==> src/rtl/core/snlf_pkg.sv <==
`timescale 1ns / 1ps
// ----------------------------------------------------------------------------
// snlf_pkg
// Shared types and constants for the serpentine LED frame loader.
// ----------------------------------------------------------------------------
package snlf_pkg;

  localparam int unsigned ColorW    = 8;
  localparam int unsigned StripIdxW = 6;

  // Component expected next in the R,G,B byte stream.
  typedef enum logic [1:0] {
    PhRed   = 2'd0,
    PhGreen = 2'd1,
    PhBlue  = 2'd2
  } phase_e;

endpackage

==> src/rtl/core/serpentine_led_frame_loader_unit.sv <==
`timescale 1ns / 1ps
// ----------------------------------------------------------------------------
// serpentine_led_frame_loader_unit
// Packs a byte stream into RGB pixels and writes them to a serpentine strip.
// ----------------------------------------------------------------------------
// Usage:
//   Input channel carries one payload byte per request (data_byte_i) plus
//   end_of_frame_i on the final byte. Every third byte completes a pixel,
//   which comes out as one LED write on the output channel (strip_index_o,
//   red_o, green_o, blue_o, run_done_o). Bytes past COLUMNS*ROWS pixels
//   are dropped.
//   A completed pixel goes straight into the output register. Throughput is
//   one byte per cycle for normal bytes, output stalls aside. A final byte
//   that leaves N pixels unwritten starts a black fill of N writes, one per
//   cycle, output stalls aside; the input stalls until the fill ends, then
//   the counters restart. run_done_o marks the last write caused by one
//   input byte. A stall on the output holds the output register; the input
//   stalls during a fill and when that register is full and not being taken.
//   Reset clears the counters, the pixel phase and the output valid.
// ----------------------------------------------------------------------------
module serpentine_led_frame_loader_unit
  import snlf_pkg::*;
#(
  parameter int unsigned COLUMNS = 8,
  parameter int unsigned ROWS    = 8
) (
  input  logic                 clk_i,
  input  logic                 rst_ni,
  input  logic                 in_valid_i,
  output logic                 in_stall_o,
  input  logic [ColorW-1:0]    data_byte_i,
  input  logic                 end_of_frame_i,
  output logic                 out_valid_o,
  input  logic                 out_stall_i,
  output logic [StripIdxW-1:0] strip_index_o,
  output logic [ColorW-1:0]    red_o,
  output logic [ColorW-1:0]    green_o,
  output logic [ColorW-1:0]    blue_o,
  output logic                 run_done_o
);

  localparam int unsigned CntW = $clog2(COLUMNS * ROWS + 1);
  localparam int unsigned ColW = (COLUMNS > 1) ? $clog2(COLUMNS) : 1;
  localparam int unsigned RowW = $clog2(ROWS + 1);
  localparam logic [CntW-1:0] Cap     = CntW'(COLUMNS * ROWS);
  localparam logic [CntW-1:0] CapLast = CntW'(COLUMNS * ROWS - 1);
  localparam logic [ColW-1:0] ColLast = ColW'(COLUMNS - 1);

  phase_e              byte_phase_q, byte_phase_d;
  logic [ColorW-1:0]   red_hold_q, red_hold_d;
  logic [ColorW-1:0]   green_hold_q, green_hold_d;
  logic [CntW-1:0]     pixel_count_q, pixel_count_d;
  logic [ColW-1:0]     col_q, col_d;
  logic [RowW-1:0]     row_q, row_d;
  logic                fill_q, fill_d;

  logic                 out_valid_q, out_valid_d;
  logic [StripIdxW-1:0] strip_q, strip_d;
  logic [ColorW-1:0]    red_q, red_d;
  logic [ColorW-1:0]    green_q, green_d;
  logic [ColorW-1:0]    blue_q, blue_d;
  logic                 run_done_q, run_done_d;

  logic                 load_ok;
  logic                 accept;
  logic [CntW-1:0]      pc_inc;
  logic [ColW-1:0]      col_inc;
  logic [RowW-1:0]      row_inc;
  logic [RowW-1:0]      strip_row;
  logic [StripIdxW-1:0] row_base;
  logic [StripIdxW-1:0] strip_pos;

  assign load_ok    = !out_valid_q || !out_stall_i;
  assign in_stall_o = fill_q || !load_ok;
  assign accept     = in_valid_i && !in_stall_o;

  // raster position advance, kept as col/row so no divide is needed
  always_comb begin
    pc_inc = pixel_count_q + CntW'(1);
    if (col_q == ColLast) begin
      col_inc = '0;
      row_inc = row_q + RowW'(1);
    end else begin
      col_inc = col_q + ColW'(1);
      row_inc = row_q;
    end
  end

  // strip rows count from the bottom; odd strip rows run right to left
  always_comb begin
    strip_row = RowW'(ROWS - 1) - row_q;
    row_base  = StripIdxW'(strip_row) * StripIdxW'(COLUMNS);
    if (strip_row[0]) begin
      strip_pos = row_base + StripIdxW'(COLUMNS - 1) - StripIdxW'(col_q);
    end else begin
      strip_pos = row_base + StripIdxW'(col_q);
    end
  end

  always_comb begin
    byte_phase_d  = byte_phase_q;
    red_hold_d    = red_hold_q;
    green_hold_d  = green_hold_q;
    pixel_count_d = pixel_count_q;
    col_d         = col_q;
    row_d         = row_q;
    fill_d        = fill_q;
    out_valid_d   = out_valid_q;
    strip_d       = strip_q;
    red_d         = red_q;
    green_d       = green_q;
    blue_d        = blue_q;
    run_done_d    = run_done_q;

    if (load_ok) begin
      out_valid_d = 1'b0;
    end

    if (fill_q) begin
      if (load_ok) begin
        out_valid_d = 1'b1;
        strip_d     = strip_pos;
        red_d       = '0;
        green_d     = '0;
        blue_d      = '0;
        run_done_d  = (pixel_count_q == CapLast);
        if (pixel_count_q == CapLast) begin
          fill_d        = 1'b0;
          pixel_count_d = '0;
          col_d         = '0;
          row_d         = '0;
        end else begin
          pixel_count_d = pc_inc;
          col_d         = col_inc;
          row_d         = row_inc;
        end
      end
    end else if (accept) begin
      if (pixel_count_q < Cap) begin
        unique case (byte_phase_q)
          PhRed: begin
            red_hold_d   = data_byte_i;
            byte_phase_d = PhGreen;
          end
          PhGreen: begin
            green_hold_d = data_byte_i;
            byte_phase_d = PhBlue;
          end
          PhBlue: begin
            byte_phase_d  = PhRed;
            pixel_count_d = pc_inc;
            col_d         = col_inc;
            row_d         = row_inc;
            out_valid_d   = 1'b1;
            strip_d       = strip_pos;
            red_d         = red_hold_q;
            green_d       = green_hold_q;
            blue_d        = data_byte_i;
            // not last if a black fill follows
            run_done_d    = !(end_of_frame_i && (pc_inc < Cap));
          end
          default: begin
            byte_phase_d = PhRed;
          end
        endcase
      end

      if (end_of_frame_i) begin
        byte_phase_d = PhRed;
        red_hold_d   = '0;
        green_hold_d = '0;
        if (pixel_count_d < Cap) begin
          fill_d = 1'b1;
        end else begin
          pixel_count_d = '0;
          col_d         = '0;
          row_d         = '0;
        end
      end
    end
  end

  always_ff @(posedge clk_i or negedge rst_ni) begin
    if (!rst_ni) begin
      byte_phase_q  <= PhRed;
      red_hold_q    <= '0;
      green_hold_q  <= '0;
      pixel_count_q <= '0;
      col_q         <= '0;
      row_q         <= '0;
      fill_q        <= 1'b0;
      out_valid_q   <= 1'b0;
    end else begin
      byte_phase_q  <= byte_phase_d;
      red_hold_q    <= red_hold_d;
      green_hold_q  <= green_hold_d;
      pixel_count_q <= pixel_count_d;
      col_q         <= col_d;
      row_q         <= row_d;
      fill_q        <= fill_d;
      out_valid_q   <= out_valid_d;
    end
  end

  always_ff @(posedge clk_i) begin
    strip_q    <= strip_d;
    red_q      <= red_d;
    green_q    <= green_d;
    blue_q     <= blue_d;
    run_done_q <= run_done_d;
  end

  assign out_valid_o   = out_valid_q;
  assign strip_index_o = strip_q;
  assign red_o         = red_q;
  assign green_o       = green_q;
  assign blue_o        = blue_q;
  assign run_done_o    = run_done_q;

`ifndef SYNTHESIS
  a_count_in_range: assert property (@(posedge clk_i) disable iff (!rst_ni)
    pixel_count_q <= Cap)
    else $error("pixel count beyond capacity");

  a_col_row_match: assert property (@(posedge clk_i) disable iff (!rst_ni)
    (32'(pixel_count_q) == 32'(row_q) * COLUMNS + 32'(col_q)))
    else $error("col/row out of step with pixel count");

  a_fill_phase_clear: assert property (@(posedge clk_i) disable iff (!rst_ni)
    fill_q |-> (byte_phase_q == PhRed && pixel_count_q < Cap))
    else $error("fill running with bad phase or count");

  a_fill_end: assert property (@(posedge clk_i) disable iff (!rst_ni)
    (fill_q && load_ok && pixel_count_q == CapLast)
      |=> (out_valid_o && run_done_o && !fill_q && pixel_count_q == '0))
    else $error("fill did not close with a final write");
`endif

endmodule
==> config.mk <==
export PLATFORM = sky130hd
export DESIGN_NAME = serpentine_led_frame_loader_unit
export DESIGN_NICKNAME = d
export VERILOG_FILES = /design/src/rtl/core/snlf_pkg.sv /design/src/rtl/core/serpentine_led_frame_loader_unit.sv
export SDC_FILE = /design/constraint.sdc
export NUM_CORES = 1
export LEC_CHECK = 0
export ABC_AREA = 1
export ABC_CLOCK_PERIOD_IN_PS = 2750
export BUFFER_PORTS_ARGS = -buffer_cell sky130_fd_sc_hd__buf_2
export CORE_MARGIN = 10
export CORE_UTILIZATION = 45
export CTS_CLUSTER_SIZE = 25
export DETAILED_ROUTE_END_ITERATION = 7
export PLACE_DENSITY = 0.66
export SYNTH_ARGS = -nofsm -noshare
export SYNTH_HDL_FRONTEND = slang
export SYNTH_SLANG_ARGS = --single-unit
==> constraint.sdc <==
create_clock -name clk_i -period 2.75 [get_ports clk_i]
set_input_delay 0.1375 -clock clk_i [delete_from_list [all_inputs] [get_ports clk_i]]
set_output_delay 0.1375 -clock clk_i [all_outputs]
set_load 0.02 [all_outputs]
Word level (Yosys, flattened, before mapping)
Index checks and enable logic that the tools add are counted.
{"block": "word_totals", "ff_bits": 65, "word_cells": 123}
{"block": "classes", "order_cmp": 3, "n_bitwise": 1, "n_addsub": 7, "mux": 73, "n_eq_ne": 5, "n_reduce_logical": 21}
{"op": "two-way mux 8 bit", "count": 19}
{"op": "two-way mux 7 bit", "count": 10}
{"op": "two-way mux 4 bit", "count": 9}
{"op": "two-way mux 6 bit", "count": 6}
{"op": "two-way mux 3 bit", "count": 9}
{"op": "< comparator 7 bit, second input constant", "count": 3}
{"op": "two-way mux 1 bit", "count": 17}
{"op": "AND reduction 4 bit", "count": 3}
{"op": "nonzero test 2 bit", "count": 6}
{"op": "adder 7 x 1 -> 7 bit, second input constant", "count": 1}
{"op": "equality test 7 x 6 -> 1 bit, second input constant", "count": 1}
{"op": "adder 6 x 3 -> 6 bit", "count": 1}
{"op": "adder 6 x 3 -> 6 bit, second input constant", "count": 1}
{"op": "subtractor 6 x 3 -> 6 bit", "count": 1}
{"op": "zero test 1 bit", "count": 5}
{"op": "adder 4 x 1 -> 4 bit, second input constant", "count": 1}
{"op": "two-way mux 2 bit", "count": 2}
{"op": "one-hot mux 2 bit (2 select lines)", "count": 1}
{"op": "adder 3 x 1 -> 3 bit, second input constant", "count": 1}
{"op": "equality test 3 bit, second input constant", "count": 1}
{"op": "AND reduction 3 bit", "count": 1}
{"op": "subtractor 3 bit, first input constant", "count": 1}
{"op": "equality test 2 x 1 -> 1 bit, second input constant", "count": 1}
{"op": "equality test 2 bit, second input constant", "count": 1}
{"op": "6 further kinds", "count": 8}

Longest topological paths before layout
Gate-level depths: netlist of run 1.
{"block": "logic_depth", "depth_word": 13, "mapped_depth": 9}

Worst setup path before layout of run 1
Ideal clock, no wire load.
{"block": "synth_path", "path_type": "register -> register", "from": "register out_valid_q, in the netlist out_valid_o", "to": "register pixel_count_q[3]", "t_required_ns": 2.625, "stages_incl_launch_ff": 9, "setup_ns": 0.125, "slack_ns": 1.098, "arrival_ns": 1.527, "period_less_slack_ns": 1.652, "path_cell_list": "dfrtp_1 nand2_2 o21ai_4 inv_4 nand2_2 inv_2 nand3_1 nand2_1 nor2_1"}
{"block": "synth_via", "elab_chain_cells": 8, "word_cells_on_any_way": 9, "cone_classes": "1 x eq/ne; 8 x reduce/logical"}
{"item": "from (decl)", "line": "serpentine_led_frame_loader_unit.sv:57", "source": "logic out_valid_q, out_valid_d;"}
{"item": "from (signal assigned)", "line": "serpentine_led_frame_loader_unit.sv:201", "source": "out_valid_q <= out_valid_d;"}
{"item": "zero test 1 bit *", "line": "serpentine_led_frame_loader_unit.sv:73", "source": "assign load_ok = !out_valid_q || !out_stall_i;"}
{"item": "logical OR 1 bit *", "line": "serpentine_led_frame_loader_unit.sv:73"}
{"item": "zero test 1 bit", "line": "serpentine_led_frame_loader_unit.sv:74", "source": "assign in_stall_o = fill_q || !load_ok;"}
{"item": "logical OR 1 bit", "line": "serpentine_led_frame_loader_unit.sv:74"}
{"item": "zero test 1 bit", "line": "serpentine_led_frame_loader_unit.sv:75", "source": "assign accept = in_valid_i && !in_stall_o;"}
{"item": "logical AND 1 bit", "line": "serpentine_led_frame_loader_unit.sv:75"}
{"item": "nonzero test 2 bit (no source line)"}
{"item": "AND reduction 2 bit (no source line) *"}
{"item": "to (signal assigned)", "line": "serpentine_led_frame_loader_unit.sv:197", "source": "pixel_count_q <= pixel_count_d;"}
{"item": "to (decl)", "line": "serpentine_led_frame_loader_unit.sv:52", "source": "logic [CntW-1:0] pixel_count_q, pixel_count_d;"}
Every way passes the cells marked *; elsewhere a longest branch is shown, timed or not.
A chain may end at the register's enable or synchronous reset.

Final worst setup path of run 1
{"block": "layout_path", "from": "register fill_q", "to": "register pixel_count_q[3]"}
{"block": "layout_via", "elab_chain_cells": 5, "word_cells_on_any_way": 7, "cone_classes": "1 x eq/ne; 1 x mux; 5 x reduce/logical"}
{"item": "from (decl)", "line": "serpentine_led_frame_loader_unit.sv:55", "source": "logic fill_q, fill_d;"}
{"item": "from (signal assigned)", "line": "serpentine_led_frame_loader_unit.sv:200", "source": "fill_q <= fill_d;"}
{"item": "logical OR 1 bit", "line": "serpentine_led_frame_loader_unit.sv:74"}
{"item": "zero test 1 bit", "line": "serpentine_led_frame_loader_unit.sv:75"}
{"item": "logical AND 1 bit", "line": "serpentine_led_frame_loader_unit.sv:75"}
{"item": "nonzero test 2 bit (no source line)"}
{"item": "AND reduction 2 bit (no source line)"}
Several ways; a longest one is shown, not always the timed one.

==> results of run 1 <==
-- path summary, 6_finish.rpt --
check	startpoint	end	slack, ns	cells after the start
setup reg to reg	fill_q	pixel_count_q[3]	0.76	7
setup / recovery	fill_q	pixel_count_q[3]	0.76	7
min in group asynchronous	rst_ni	green_hold_q[2]	0.42	2
hold reg to reg	red_hold_q[5]	red_hold_q[5]	0.49	2
max in group asynchronous	rst_ni	col_q[0]	1.84	2
hold / removal	data_byte_i[1]	blue_o[1]	0.09	3
-- sequential cells by signal, indices dropped and copies added, names as in the netlist --
name and count:
out_valid_o 1, fill_q 1, red_hold_q 8, byte_phase_q 2
pixel_count_q 7, col_q 3, green_hold_q 8, blue_o 8
strip_index_o 6, row_q 3, red_o 8, run_done_o 1
green_o 8
-- report_power, final --
group | internal (mW) | switching [mW] | leakage [nW]
Clock | 0.418 | 0.388 | 0.0933
Combinational | 0.554 | 1.09 | 0.813
Sequential | 1.52 | 0.237 | 0.716
-- cell families after synthesis --
logic type / count (synthesis)
XOR/XNOR: 4
buffers and inverters: 56
flip-flops: 64
AO/OA/AOI/OAI: 41
AND/OR/NAND/NOR: 134
adder cells (fa/ha/maj): 7
-- critical path, cell delays in order, from the launching register on --
cell and delay (ns):
dfrtp_1 0.60, o21ai_4 0.15, inv_4 0.13, nand2_2 0.15
inv_2 0.56, nand3_1 0.13, nand2_1 0.10, nor2_1 0.04
-- metal layers --
layer / up-vias / track usage / wire length (um)
met5: - / 0 / 0
met4: 0 / 0.0813 / 142
met1: 970 / 0.144 / 2730
met2: 43 / 0.193 / 2740
li1: 1075 / - / -
met3: 10 / 0.0270 / 267
-- placed cells by master, fill, tap and decap left out --
cell           instances
a21oi_4                2
edfxtp_1              31
nand4_1                2
xor2_1                 1
nand2_2                7
inv_1                 41
clkinv_1               1
o21bai_1               1
inv_8                  1
bufinv_16              1
nand2_4                1
or2_2                  1
o21ai_0               11
o21ai_4                1
inv_4                  1
nor2_2                 1
clkinv_2               1
nand3_4                2
clkinv_4               1
o21ai_2               17
xnor2_1                3
ha_1                   7
buf_4                  2
clkbuf_8               9
nor2_1                49
o211ai_1               2
o31ai_1                1
nand2_1               59
dfrtp_1               33
buf_2                 45
clkinvlp_4             2
a21oi_1                6
dlygate4sd3_1          1
inv_2                  4
nand3_1               12
inv_6                  1
-- area by class of cell --
| class | count | area share |
|---|---|---|
| Clock buffer | 9 | 0.0354 |
| Clock inverter | 7 | 0.0204 |
| Inverter | 47 | 0.0533 |
| Multi-Input combinational cell | 186 | 0.290 |
| Sequential cell | 64 | 0.502 |
| Tap cell | 77 | 0.0275 |
| Timing Repair Buffer | 48 | 0.0715 |
-- what timing repair did --
item,in CTS,in global routing
endpoints found under the hold margin,33,0
endpoints found under the setup margin,0,0
hold buffers,1,0
-- per-stage QoR --
step / setup slack (ns) / cells / power (mW)
after floorplan: 1.10 / 306 / 2.99
after global placement: 0.799 / 421 / 3.40
after detailed placement: 0.747 / 421 / 3.45
after CTS: 0.722 / 438 / 4.26
after global routing: 0.527 / 438 / 4.54
final: 0.763 / 438 / 4.21
==> run metrics, run 1 <==
status complete, no violations; CTS buffer count 9; leakage power 1.62 nW; total number of vias 2098; clock buffer depth 2; WL/cell 13.4 um; synth cell count leaders nand2_1, nor2_1, inv_1, dfrtp_1, edfxtp_1; largest net degree at the start of global routing 36; Distinct cells, synth 29; Die X 102 um; simple-gate share of the synthesized area 0.192; Rows 29; startpoint types flop; DRC 0; final instance area 0.00350 sq mm; clock sinks 64; most common cell in the netlist nand2_1; min Tclk post-route 1.99 ns; I/O Buffers 45; Worst VDD drop 472 uV; register area share after synthesis 0.581; initial antenna violation count 0; post-DP HPWL 4180 um; Setup Fix Bufs, Post-CTS 0; Clock Latency Late Sink 0.35 ns; Synth area leaders edfxtp_1, dfrtp_1, nand2_1; synthesis-to-finish area growth 15.7%; Post-Syn Instances 306; clk slew on worst S/H paths 0.08 ns; Root Buffer clkbuf_8; number of iterations in the first detailed-routing pass 4; global-route wire length before repair 9970 um; Fill cells 569; EDFF count, synth 31; GRT Util Overall 0.121; Final nets 376; GRT Residual Overflow 0; fin util 0.545; cell taking the most area after synthesis edfxtp_1; data arrival time of the critical path 2.21 ns; CTS tree done; Die Y 102 um; portion of netlist area occupied by mux cells 0; core area 0.00642 sq mm; initial core utilization 0.471; H-tree depth 3; worst clock skew 0.0125 ns; synthesized flop and latch total 64; Die ar. 0.0104 sq mm; Compound-Gate Fraction of Synth Area 0.103; Setup TNS 0 ns; worst hold margin 0.0872 ns; ys async rst share 0.516; cts repair resizes 0; main combinational cell family by area after synthesis simple AND/OR/NAND/NOR gates; crit path max fanout 35; PD cells 1200 mW/mm^2; RSZ-0062 raised after global routing false; total area of sequential cells 0.00176 sq mm; syn avg cell area 9.89 sq um; Synth Warn # 0; f_max 0.503 GHz; Synth Area in XOR/XNOR 0.0116; Final Cycle Share 0.722; Synth Flop Type dfrtp_1; Slew headroom 0.395; Fin. Hold Viols 0; share of cells above drive strength 1 0.277; Worst Setup Path Type flop to flop; multi-input logic area 0.00102 sq mm; HP Class input port to flop; Post-Synthesis Cell Area 0.00303 sq mm; post-synthesis adder-cell area fraction 0.0289; placed inst area 0.00330 sq mm; final slew viol count 0; Synth top area share 0.308; MaxCap Viol Count 0; GPL Wtd Cong 0.791; DRT Wirelength 5880 um; I/O pin total 46; antenna diode count 0; worst-margin pin slew 0.908 ns; Setup violations, final 0; CP Data Required Time 2.97 ns; vias per cell 4.79; initial drt markers 71; vias in the first global route 2151; antenna-violating nets left 0; CP Capture Type flop; Synth Net Count 326
Note: power is estimated with default switching activity, not from simulation.
==> run 2, diff against run 1 <==
--- a/config.mk
+++ b/config.mk
@@ -5,8 +5,8 @@
 export SDC_FILE = /design/constraint.sdc
 export NUM_CORES = 1
 export LEC_CHECK = 0
-export ABC_AREA = 1
-export ABC_CLOCK_PERIOD_IN_PS = 2750
+export ABC_AREA = 0
+export ABC_CLOCK_PERIOD_IN_PS = 2050
 export BUFFER_PORTS_ARGS = -buffer_cell sky130_fd_sc_hd__buf_2
 export CORE_MARGIN = 10
 export CORE_UTILIZATION = 45
==> constraint.sdc (replaced) <==
create_clock -name clk_i -period 2.05 [get_ports clk_i]
set_input_delay 0.1025 -clock clk_i [delete_from_list [all_inputs] [get_ports clk_i]]
set_output_delay 0.1025 -clock clk_i [all_outputs]
set_load 0.02 [all_outputs]
==> run metrics, run 2 <==
Post-Synthesis Cell Area 0.00290 sq mm (-4.2%); worst clock skew 0.00774 ns (-0.00477 ns); RSZ-0062 raised after global routing false; GRT Residual Overflow 0 (unchanged); EDFF count, synth 31 (unchanged); global-route wire length before repair 9870 um (-1.0%); ys async rst share 0.516 (unchanged); vias in the first global route 1979 (-8.0%); WL/cell 15.6 um (+16%); Synth area leaders edfxtp_1, dfrtp_1, nor2b_1; PD cells 1200 mW/mm^2 (-0.45%); vias per cell 5.30 (+11%); GPL Wtd Cong 0.822 (+3.9%); I/O Buffers 45 (unchanged); DRC 0 (unchanged); Die Y 100 um (-1.7%); Synth Warn # 0 (unchanged); total number of vias 1976 (-5.8%); initial drt markers 112 (+58%); final slew viol count 0 (unchanged); Synth Net Count 255 (-22%); CP Data Required Time 2.26 ns (-0.71 ns); min Tclk post-route 1.80 ns (-0.190 ns); Worst VDD drop 634 uV (+34%); Final Cycle Share 0.876 (+0.154); H-tree depth 3 (unchanged); Setup TNS 0 ns (unchanged); Distinct cells, synth 44 (+52%); share of cells above drive strength 1 0.250 (-0.0270); largest net degree at the start of global routing 34 (-5.6%); synth cell count leaders dfrtp_1, edfxtp_1, nor2b_1, nand2_1, nor2_1; Die ar. 0.0100 sq mm (-3.4%); Post-Syn Instances 235 (-23%); DRT Wirelength 5820 um (-1.1%); clock sinks 64 (unchanged); number of iterations in the first detailed-routing pass 4 (unchanged); Setup violations, final 0 (unchanged); CP Capture Type flop; Worst Setup Path Type flop to flop; CTS buffer count 9 (unchanged); status complete, no violations; commonest cells after routing, fill and taps aside buf_2, dfrtp_1, edfxtp_1; worst-margin pin slew 0.729 ns (-0.178 ns); cell taking the most area after synthesis edfxtp_1; Fin. Hold Viols 0 (unchanged); data arrival time of the critical path 2.01 ns (-0.20 ns); Pwr Total 4.19 mW (-0.52%); commonest non-fill, non-tap cell in the layout buf_2; startpoint types flop; clock buffer depth 2 (unchanged); crit path max fanout 9 (-74%); Rows 29 (unchanged); initial antenna violation count 0 (unchanged); final instance area 0.00350 sq mm (about the same); Slew headroom 0.514 (+0.119); initial core utilization 0.459 (-0.0121); f_max 0.557 GHz (+11%); buffers and inverters on the worst path 0 (-2); most common cell in the netlist dfrtp_1; post-DP HPWL 3930 um (-5.9%); crit-path cells ha_1 > and3_1 > a41oi_1 > o32ai_4 > nor2_1; CP peak stage delay 0.51 ns (-0.09 ns); core area 0.00631 sq mm (-1.7%); HP Class input port to flop; Final nets 312 (-17%); MaxCap Viol Count 0 (unchanged); placed inst area 0.00323 sq mm (-2.0%); Die X 100 um (-1.7%); Synth Flop Type dfrtp_1; Clock Latency Late Sink 0.35 ns (about the same); Synth top area share 0.321 (+0.0136); synthesized flop and latch total 64 (unchanged); CTS tree done; Root Buffer clkbuf_8; antenna diode count 0 (unchanged); clk slew on worst S/H paths 0.07 ns (about the same); antenna-violating nets left 0 (unchanged); syn avg cell area 12.3 sq um (+25%); register area share after synthesis 0.606 (+0.0256); synthesis-to-finish area growth 20.7%; CP delay by family, top compound AO/OA/AOI/OAI gates; Slowest-stage cell, CP o32ai_4; GRT Util Overall 0.122 (+0.00109); I/O pin total 46 (unchanged); leakage power 1.48 nW (-9.0%)
==> run 2: changes by cell type in the layout (fill, tap and decap cells not counted), sizes merged, moves of 10 or more <==
| cell | previous run | this run |
|---|---|---|
| a22o | 0 | 12 |
| inv | 48 | 8 |
| nand2 | 67 | 17 |
| nand3 | 14 | 4 |
| nor2 | 50 | 13 |
| nor2b | 0 | 26 |
| o21ai | 29 | 9 |
==> run 2: path summary, 6_finish.rpt <==
kind	cells past startpoint	startpoint	endpoint	slack [ns]
min reg2reg	2	green_hold_q[5]	green_hold_q[5]	0.48
min in group asynchronous	2	rst_ni	pixel_count_q[1]	0.35
max reg2reg	5	pixel_count_q[0]	pixel_count_q[5]	0.25
max in group asynchronous	2	rst_ni	red_hold_q[6]	1.23
min	2	data_byte_i[5]	red_hold_q[5]	0.01
max	5	pixel_count_q[0]	pixel_count_q[5]	0.25
==> run 2: timing repair <==
item | 4_1_cts | 5_1_grt
endpoints found under the hold margin | 40 | 0
resized for setup | 0 | 0
setup buffers | 0 | 0
hold buffers | 6 | 0
==> run 2: logic make-up (layout without fill, tap and decap cells) <==
group / Yosys count / after routing / share of synthesized area
AO/OA/AOI/OAI: 53 / 53 / 0.144
XOR/XNOR: 9 / 9 / 0.0272
adder cells (fa/ha/maj): 7 / 7 / 0.0302
buffers and inverters: 18 / 79 / 0.0250
flip-flops: 64 / 64 / 0.606
multiplexers: 5 / 5 / 0.0177
AND/OR/NAND/NOR: 79 / 79 / 0.149
==> run 2: through the flow <==
step / cells / util / hold slack [ns] / worst slack (ns)
floorplan: 235 / - / -0.193 / 0.0300
global placement: 352 / 0.512 / 0.219 / 0.331
detailed placement: 352 / 0.512 / 0.221 / 0.256
CTS: 373 / 0.554 / 0.00229 / 0.241
global route: 373 / 0.554 / 0.0235 / 0.0843
finish: 373 / 0.554 / 0.0123 / 0.254
==> run 2: layout make-up <==
class,instances,area (sq um)
multi-input cells,153,1070
inverters,7,26.3
well taps,77,96.3
flip-flops and latches,64,1760
fillers,537,2820
clock buffers,9,124
clock inverters,6,83.8
repair buffers,57,343
==> run 2: power by group <==
| group | internal [mW] | total, mW | switching [mW] | leakage [nW] |
|---|---|---|---|---|
| Clock | 0.675 | 1.17 | 0.492 | 0.109 |
| Combinational | 0.494 | 1.07 | 0.577 | 0.641 |
| Sequential | 1.69 | 1.95 | 0.257 | 0.726 |
| Total | 2.86 | 4.19 | 1.33 | 1.48 |
==> run 2: routing by layer <==
metal / wire (um) / share of wire / up-vias / track usage
li1: - / - / 964 / -
met1: 2700 / 0.46 / 946 / 0.156
met2: 2620 / 0.45 / 55 / 0.182
met3: 390 / 0.067 / 11 / 0.0460
met4: 113 / 0.019 / 0 / 0.0511
met5: 0 / 0 / - / 0
